`src/ammavg_pkg.sv`:
```
// Shared widths and sequencer state codes for the magnitude moving average block.
`timescale 1ns / 1ps

package ammavg_pkg;

  // Fixed field widths.
  localparam int unsigned AXIS_W = 16;
  localparam int unsigned MAG_W  = 16;
  // Sum of three squared 16-bit magnitudes stays below 2^32.
  localparam int unsigned SQ_W   = 32;
  // Square root remainder never exceeds twice the partial root.
  localparam int unsigned REM_W  = MAG_W + 1;
  localparam int unsigned ITER_W = 4;
  localparam int unsigned AXIS_SEL_W = 2;

  localparam logic [ITER_W-1:0]     ITER_LAST = ITER_W'(SQ_W / 2 - 1);
  localparam logic [AXIS_SEL_W-1:0] AXIS_X    = 2'd0;
  localparam logic [AXIS_SEL_W-1:0] AXIS_Y    = 2'd1;
  localparam logic [AXIS_SEL_W-1:0] AXIS_Z    = 2'd2;

  typedef enum logic [3:0] {
    ST_IDLE   = 4'b0001,
    ST_SQUARE = 4'b0010,
    ST_ROOT   = 4'b0100,
    ST_UPDATE = 4'b1000
  } state_e;

endpackage

```
`src/ammavg_ram.sv`:
```
// Generic single-port-write, single-port-read RAM with registered read data.
`timescale 1ns / 1ps

module ammavg_ram #(
  parameter int unsigned WIDTH = 16,
  parameter int unsigned DEPTH = 64
) (
  input  logic                     clk_i,
  input  logic                     we_i,
  input  logic [$clog2(DEPTH)-1:0] waddr_i,
  input  logic [WIDTH-1:0]         wdata_i,
  input  logic                     re_i,
  input  logic [$clog2(DEPTH)-1:0] raddr_i,
  output logic [WIDTH-1:0]         rdata_o
);

  logic [WIDTH-1:0] mem_q [DEPTH];
  logic [WIDTH-1:0] rdata_q;

  always_ff @(posedge clk_i) begin
    if (we_i) begin
      mem_q[waddr_i] <= wdata_i;
    end
    if (re_i) begin
      rdata_q <= mem_q[raddr_i];
    end
  end

  assign rdata_o = rdata_q;

endmodule

```
`src/accel_magnitude_moving_average.sv`:
```
// Top level: acceleration vector magnitude with a boxcar moving average over a RAM ring.
`timescale 1ns / 1ps

//  Channel | Direction | Handshake                | Word contents
//  --------+-----------+--------------------------+-------------------------------------
//  in      | sink      | in_valid_i / in_ready_o  | accel_x_i, accel_y_i, accel_z_i
//  out     | source    | out_valid_o / out_ready_i| magnitude_o, window_mean_o
//
// Each word has its result in the output register after squaring on one shared 16x16
// multiplier, a one-bit-per-cycle square root, and an update step that updates the
// running sum and writes the ring RAM. A new word is taken only when the sequencer is
// idle, in the cycle after the update, so a word is not accepted before the previous
// one has finished its update.
// After reset the ring reads as zero without a clearing pass: a wrap flag tells whether
// the slot being overwritten has ever been written. The finished result sits in an
// output register, so a stalled output lets the next input word in; only the update
// step waits for that register to drain.

module accel_magnitude_moving_average #(
  parameter int unsigned WINDOW_DEPTH = 64
) (
  input  logic                                clk_i,
  input  logic                                rst_ni,
  input  logic                                in_valid_i,
  output logic                                in_ready_o,
  input  logic signed [ammavg_pkg::AXIS_W-1:0] accel_x_i,
  input  logic signed [ammavg_pkg::AXIS_W-1:0] accel_y_i,
  input  logic signed [ammavg_pkg::AXIS_W-1:0] accel_z_i,
  output logic                                out_valid_o,
  input  logic                                out_ready_i,
  output logic [ammavg_pkg::MAG_W-1:0]        magnitude_o,
  output logic [ammavg_pkg::MAG_W-1:0]        window_mean_o
);

  import ammavg_pkg::*;

  // Ring addressing, running sum width and mean shift follow from the window depth.
  localparam int unsigned SLOT_W     = $clog2(WINDOW_DEPTH);
  localparam int unsigned SUM_W      = MAG_W + $clog2(WINDOW_DEPTH);
  // Floor of log2 of the depth, so a depth that is not a power of two still works.
  localparam int unsigned MEAN_SHIFT = $clog2(WINDOW_DEPTH + 1) - 1;
  localparam logic [SLOT_W-1:0] SLOT_LAST = SLOT_W'(WINDOW_DEPTH - 1);

  state_e state_q, state_d;

  // Absolute axis values, captured at acceptance.
  logic [AXIS_W-1:0] abs_x_q, abs_y_q, abs_z_q;
  logic [AXIS_SEL_W-1:0] axis_q, axis_d;
  logic [ITER_W-1:0]     iter_q, iter_d;

  // Sum of squares; during the root phase it doubles as the radicand shift register.
  logic [SQ_W-1:0]  acc_q, acc_d;
  logic [REM_W-1:0] rem_q, rem_d;
  logic [MAG_W-1:0] root_q, root_d;

  logic [SUM_W-1:0]  sum_q, sum_d;
  logic [SLOT_W-1:0] slot_q, slot_d;
  logic              wrapped_q, wrapped_d;

  logic             out_valid_q, out_valid_d;
  logic [MAG_W-1:0] magnitude_q, magnitude_d;
  logic [MAG_W-1:0] mean_q, mean_d;

  logic in_fire;
  logic upd_fire;

  logic [AXIS_W-1:0] mul_op;
  logic [SQ_W-1:0]   mul_prod;

  logic [REM_W+1:0] cur_rem;
  logic [REM_W+1:0] trial;

  logic [MAG_W-1:0] ring_rdata;
  logic [MAG_W-1:0] old_mag;
  logic [SUM_W-1:0] new_sum;
  logic [SUM_W-1:0] shifted_sum;

  assign in_ready_o = (state_q == ST_IDLE);
  assign in_fire    = in_valid_i && in_ready_o;
  // The result register must be free, or freed this cycle, before the update commits.
  assign upd_fire   = (state_q == ST_UPDATE) && (!out_valid_q || out_ready_i);

  // One shared squaring multiplier, one axis per cycle.
  always_comb begin
    case (axis_q)
      AXIS_X:  mul_op = abs_x_q;
      AXIS_Y:  mul_op = abs_y_q;
      AXIS_Z:  mul_op = abs_z_q;
      default: mul_op = '0;
    endcase
  end

  assign mul_prod = SQ_W'(mul_op) * SQ_W'(mul_op);

  // Restoring square root step: bring down two radicand bits, try 4*root+1.
  assign cur_rem = {rem_q, acc_q[SQ_W-1 -: 2]};
  assign trial   = {1'b0, root_q, 2'b01};

  // A slot never written since reset reads as zero.
  assign old_mag     = wrapped_q ? ring_rdata : '0;
  assign new_sum     = sum_q - SUM_W'(old_mag) + SUM_W'(root_q);
  assign shifted_sum = new_sum >> MEAN_SHIFT;

  always_comb begin
    state_d     = state_q;
    axis_d      = axis_q;
    iter_d      = iter_q;
    acc_d       = acc_q;
    rem_d       = rem_q;
    root_d      = root_q;
    sum_d       = sum_q;
    slot_d      = slot_q;
    wrapped_d   = wrapped_q;
    out_valid_d = out_valid_q;
    magnitude_d = magnitude_q;
    mean_d      = mean_q;

    if (out_valid_q && out_ready_i) begin
      out_valid_d = 1'b0;
    end

    case (state_q)
      ST_IDLE: begin
        if (in_fire) begin
          state_d = ST_SQUARE;
          axis_d  = AXIS_X;
          acc_d   = '0;
          rem_d   = '0;
          root_d  = '0;
          iter_d  = '0;
        end
      end
      ST_SQUARE: begin
        acc_d = acc_q + mul_prod;
        if (axis_q == AXIS_Z) begin
          state_d = ST_ROOT;
        end else begin
          axis_d = axis_q + AXIS_SEL_W'(1);
        end
      end
      ST_ROOT: begin
        acc_d = {acc_q[SQ_W-3:0], 2'b00};
        if (cur_rem >= trial) begin
          rem_d  = REM_W'(cur_rem - trial);
          root_d = {root_q[MAG_W-2:0], 1'b1};
        end else begin
          rem_d  = REM_W'(cur_rem);
          root_d = {root_q[MAG_W-2:0], 1'b0};
        end
        if (iter_q == ITER_LAST) begin
          state_d = ST_UPDATE;
        end else begin
          iter_d = iter_q + ITER_W'(1);
        end
      end
      ST_UPDATE: begin
        if (upd_fire) begin
          sum_d       = new_sum;
          out_valid_d = 1'b1;
          magnitude_d = root_q;
          mean_d      = (|shifted_sum[SUM_W-1:MAG_W]) ? '1 : shifted_sum[MAG_W-1:0];
          if (slot_q == SLOT_LAST) begin
            slot_d    = '0;
            wrapped_d = 1'b1;
          end else begin
            slot_d = slot_q + SLOT_W'(1);
          end
          state_d = ST_IDLE;
        end
      end
      default: begin
        state_d = ST_IDLE;
      end
    endcase
  end

  always_ff @(posedge clk_i or negedge rst_ni) begin
    if (!rst_ni) begin
      state_q     <= ST_IDLE;
      axis_q      <= AXIS_X;
      iter_q      <= '0;
      sum_q       <= '0;
      slot_q      <= '0;
      wrapped_q   <= 1'b0;
      out_valid_q <= 1'b0;
    end else begin
      state_q     <= state_d;
      axis_q      <= axis_d;
      iter_q      <= iter_d;
      sum_q       <= sum_d;
      slot_q      <= slot_d;
      wrapped_q   <= wrapped_d;
      out_valid_q <= out_valid_d;
    end
  end

  // Datapath registers carry no reset.
  always_ff @(posedge clk_i) begin
    if (in_fire) begin
      abs_x_q <= accel_x_i[AXIS_W-1] ? AXIS_W'(-accel_x_i) : AXIS_W'(accel_x_i);
      abs_y_q <= accel_y_i[AXIS_W-1] ? AXIS_W'(-accel_y_i) : AXIS_W'(accel_y_i);
      abs_z_q <= accel_z_i[AXIS_W-1] ? AXIS_W'(-accel_z_i) : AXIS_W'(accel_z_i);
    end
    acc_q       <= acc_d;
    rem_q       <= rem_d;
    root_q      <= root_d;
    magnitude_q <= magnitude_d;
    mean_q      <= mean_d;
  end

  // The slot to be overwritten is read at acceptance; its data waits in the RAM
  // output register until the update step, and nothing else reads the ring.
  ammavg_ram #(
    .WIDTH (MAG_W),
    .DEPTH (WINDOW_DEPTH)
  ) u_ring (
    .clk_i   (clk_i),
    .we_i    (upd_fire),
    .waddr_i (slot_q),
    .wdata_i (root_q),
    .re_i    (in_fire),
    .raddr_i (slot_q),
    .rdata_o (ring_rdata)
  );

  assign out_valid_o   = out_valid_q;
  assign magnitude_o   = magnitude_q;
  assign window_mean_o = mean_q;

  // An accepted word always starts squaring at the x axis.
  assert property (@(posedge clk_i) disable iff (!rst_ni)
    in_fire |=> (state_q == ST_SQUARE) && (axis_q == AXIS_X))
    else $error("squaring did not start after an accepted word");

  // The root phase ends after exactly its last iteration.
  assert property (@(posedge clk_i) disable iff (!rst_ni)
    (state_q == ST_ROOT) && (iter_q == ITER_LAST) |=> (state_q == ST_UPDATE))
    else $error("square root phase did not hand over to the update step");

  // The write slot never leaves the window.
  assert property (@(posedge clk_i) disable iff (!rst_ni)
    slot_q <= SLOT_LAST)
    else $error("write slot outside the ring");

  // A pending result is never overwritten by the update step.
  assert property (@(posedge clk_i) disable iff (!rst_ni)
    upd_fire |-> (!out_valid_q || out_ready_i))
    else $error("update step overwrote a pending result");

endmodule

```
`config.mk`:
```
export PLATFORM = sky130hd
export DESIGN_NAME = accel_magnitude_moving_average
export DESIGN_NICKNAME = d
export VERILOG_FILES = /design/src/ammavg_pkg.sv /design/src/ammavg_ram.sv /design/src/accel_magnitude_moving_average.sv
export SDC_FILE = /design/constraint.sdc
export NUM_CORES = 2
export LEC_CHECK = 0
export ABC_AREA = 0
export BUFFER_PORTS_ARGS = -buffer_cell sky130_fd_sc_hd__buf_2
export CORE_ASPECT_RATIO = 0.7
export CORE_UTILIZATION = 25
export CTS_CLUSTER_SIZE = 20
export DETAILED_ROUTE_END_ITERATION = 8
export PLACE_DENSITY = 0.42
export SYNTH_ARGS = -nofsm -noshare
export SYNTH_HDL_FRONTEND = slang
export SYNTH_HIERARCHICAL = 1
export SYNTH_SLANG_ARGS = --single-unit
```
`constraint.sdc`:
```
create_clock -name clk_i -period 9.08 [get_ports clk_i]
set_input_delay 0.908 -clock clk_i [delete_from_list [all_inputs] [get_ports clk_i]]
set_output_delay 0.908 -clock clk_i [all_outputs]
set_load 0.03 [all_outputs]
```
==> impl_results.md <==
* Root buf cell: clkbuf_16
* Vias at 32,478
* Initial DRC Count at 2,683
* FP Rows at 148
* Critical path launch point type: flop
* CTS tree: yes
* I/O Buffers at 85
* Starting Density at 0.253
* Syn Nets at 4,222
* Post-synth top flop: edfxtp_1
* Largest net degree at the start of global routing at 97
* Final hold violations at 0
* Area growth syn-to-layout at 14.2%
* Die area at 238,000 um^2
* Crit path max fanout at 17
* Setup TNS at 0 ps
* Buf+Inv Stages, Crit Path at 6
* WL final at 167,000 um
* Worst reg2reg path endpoint: acc_q[27]
* Filler cell count at 23,438
* Count of state elements after synthesis at 1,225
* Mapped Area at between 50,000 and 60,000 um^2
* Worst R2R Path Depth at 26
* Final Wtd Congestion at 0.812
* Peak Freq at 125 MHz
* # DRC at 0
* Ratio of cells with drive above 1 in the final layout at 0.166
* Clock transition at path regs at ~80 ps
* Sequential area share after synthesis at 0.620
* Slew HR at 0.238
* NumNets Final at 4,379
* Crit-path max cell delay at 560 ps
* Post-CTS Hold Buffers at 0
* Final hold slack at 305 ps
* Final slew viol count at 0
* Ys Warns at 6
* Final setup violation count at 0
* Vias in the first global route at 33,080
* Worst r2r src: axis_q[0]
* Post-cts sizing count at 0
* Crit path kind: flop to flop
* RSZ-0062 raised after global routing: false
* Req. time, crit path at 9520 ps
* Die Y at 409 um
* Async SR Flop Fraction at 0.0327
* Hpwl dp at 108,000 um
* Avg WL per Cell at 23.1 um
* Post-CTS Setup Repair Bufs at 0
* Commonest non-fill, non-tap cells in the layout: 1,185 x edfxtp_1, 431 x inv_1, 256 x nand2_1
* All-Layer GR Usage at 0.140
* Worst-Margin Slew at ~1100 ps
* Antenna-violating nets left at 0
* Hold Crit Class: input pin to asynchronous set/reset pin
* Crit path time final at 8030 ps
* Clk sinks at 1,225
* Number of library cell types mapped by synthesis at 84
* Core ar. at 234,000 um^2
* Status: completed
* Max Cap Violations at 0
* Die width at around 580 um
* Synth Instances at between 3,000 and 4,000
* TritonCTS buffer count at 121
* GRT overflow at 0
* Avg Vias per Cell at about 4.5
* CTS H-tree lvls at 3
* CP Capture Type: flop
* Initial antenna violation count at 10
* Fin Clk Skew at between 100 and 150 ps
* WP data arrival at about 8500 ps
* Most common cell after layout, fill and taps aside: edfxtp_1
* EDFF count, synth at 1,185
* CP top delay family: adder cells
* Drt first pass iters at 7
* First-pass GRT wire length at 243,000 um
* Deepest clock path buffer count at 3
* Synth Area per Inst at 15.5 um^2
* # IOs at between 80 and 90
* Worst path slowest cell: fa_1
* Reg2reg setup slack at approximately 1100 ps
* Worst-skew pair later-pin latency at 750 ps
* Final Cycle Share at 0.884
[flip-flops by register name, indices dropped and copies added, names as in the netlist]
register / count
sum_q: 22
wrapped_q: 1
out_valid_o: 1
state_q: 4
u_ring/mem_q: 1024
acc_q: 32
abs_z_q: 16
iter_q: 4
rem_q: 17
u_ring/rdata_o: 16
window_mean_o: 16
abs_y_q: 16
magnitude_o: 16
axis_q: 2
abs_x_q: 16
root_q: 16
slot_q: 6
[layout make-up]
| type | instances | area [um^2] | share of cell area |
|---|---|---|---|
| antenna | 5 | 12.5 | 0.000186 |
| multi-input combinational | 1994 | 19900 | 0.296 |
| inverter | 434 | 1630 | 0.0242 |
| timing repair buffer | 192 | 1250 | 0.0186 |
| sequential | 1225 | 36600 | 0.543 |
| tap | 3150 | 3940 | 0.0584 |
| clock inverter | 84 | 923 | 0.0137 |
| clock buffer | 143 | 3130 | 0.0464 |
[synth_stat cells, types with 8 or more instances]
cell type	number	share of area
edfxtp_1	1185	0.60
inv_1	432	0.027
nand2_1	256	0.016
mux4_2	220	0.084
nor2_1	213	0.014
fa_1	211	0.072
ha_1	148	0.031
mux2i_1	97	0.016
o21ai_0	83	0.0070
xnor2_1	80	0.012
clkbuf_1	71	0.0045
a21oi_1	70	0.0059
a22oi_1	51	0.0065
nand3_1	50	0.0042
buf_2	39	0.0033
dfrtp_1	39	0.017
nor2b_1	38	0.0040
mux2_2	35	0.0067
and2_1	33	0.0035
a21o_1	31	0.0039
xor2_1	31	0.0046
nand4_1	26	0.0028
a211oi_1	23	0.0029
nor3_1	23	0.0019
buf_6	18	0.0034
or3_1	18	0.0019
a221oi_1	17	0.0025
a31oi_1	17	0.0018
o31ai_1	16	0.0020
nand2b_1	15	0.0016
o21a_1	15	0.0019
buf_4	13	0.0017
o22ai_1	12	0.0013
a22o_1	11	0.0016
o21bai_1	11	0.0014
or2_2	11	0.0012
a211o_1	10	0.0015
o211ai_1	10	0.0013
a311oi_1	9	0.0013
and4_1	8	0.0012
o21ai_1	8	0.00068
[how the worst max path moves through the flow]
stage | end | slack (ps) | start | cells after the start
floorplan | acc_q[19] | 1980 | axis_q[1] | 27
global placement | acc_q[25] | 1210 | axis_q[0] | 25
detailed placement | acc_q[27] | 1140 | axis_q[0] | 27
CTS | acc_q[27] | 1180 | axis_q[0] | 26
global route | acc_q[27] | 590 | axis_q[0] | 26
finish | acc_q[27] | 1050 | axis_q[0] | 26
[per-stage QoR]
step | cells | setup WS [ps] | util | area (um^2)
3_3_place_gp | 6995 | 1210 | 0.271 | 63400
4_1_cts | 7222 | 1180 | 0.289 | 67400
5_1_grt | 7223 | 592 | 0.289 | 67400
6_report | 7227 | 1050 | 0.289 | 67400
2_1_floorplan | 3811 | 1980 | - | 59000
3_5_place_dp | 6995 | 1140 | 0.271 | 63400
[kinds of logic after synthesis]
kind of cell | after synthesis | synth area share
and+or+nand+nor | 734 | 0.0579
AOI/OAI and AO/OA | 434 | 0.0506
adders and majority gates | 359 | 0.103
buffers and inverters | 592 | 0.0437
xor gates and xnor gates | 111 | 0.0165
muxes | 356 | 0.109
DFF | 1225 | 0.620
[routing by layer]
layer,vias up,global-route usage,wire length [um]
met2,813,0.193,67800
li1,14454,-,-
met5,-,0.000602,46
met3,197,0.0294,10200
met1,17008,0.218,85300
met4,6,0.0331,3770
Power is left out: the tool's default activity adds up to more than one toggle a clock period on the data nets, which glitch-free logic cannot reach.
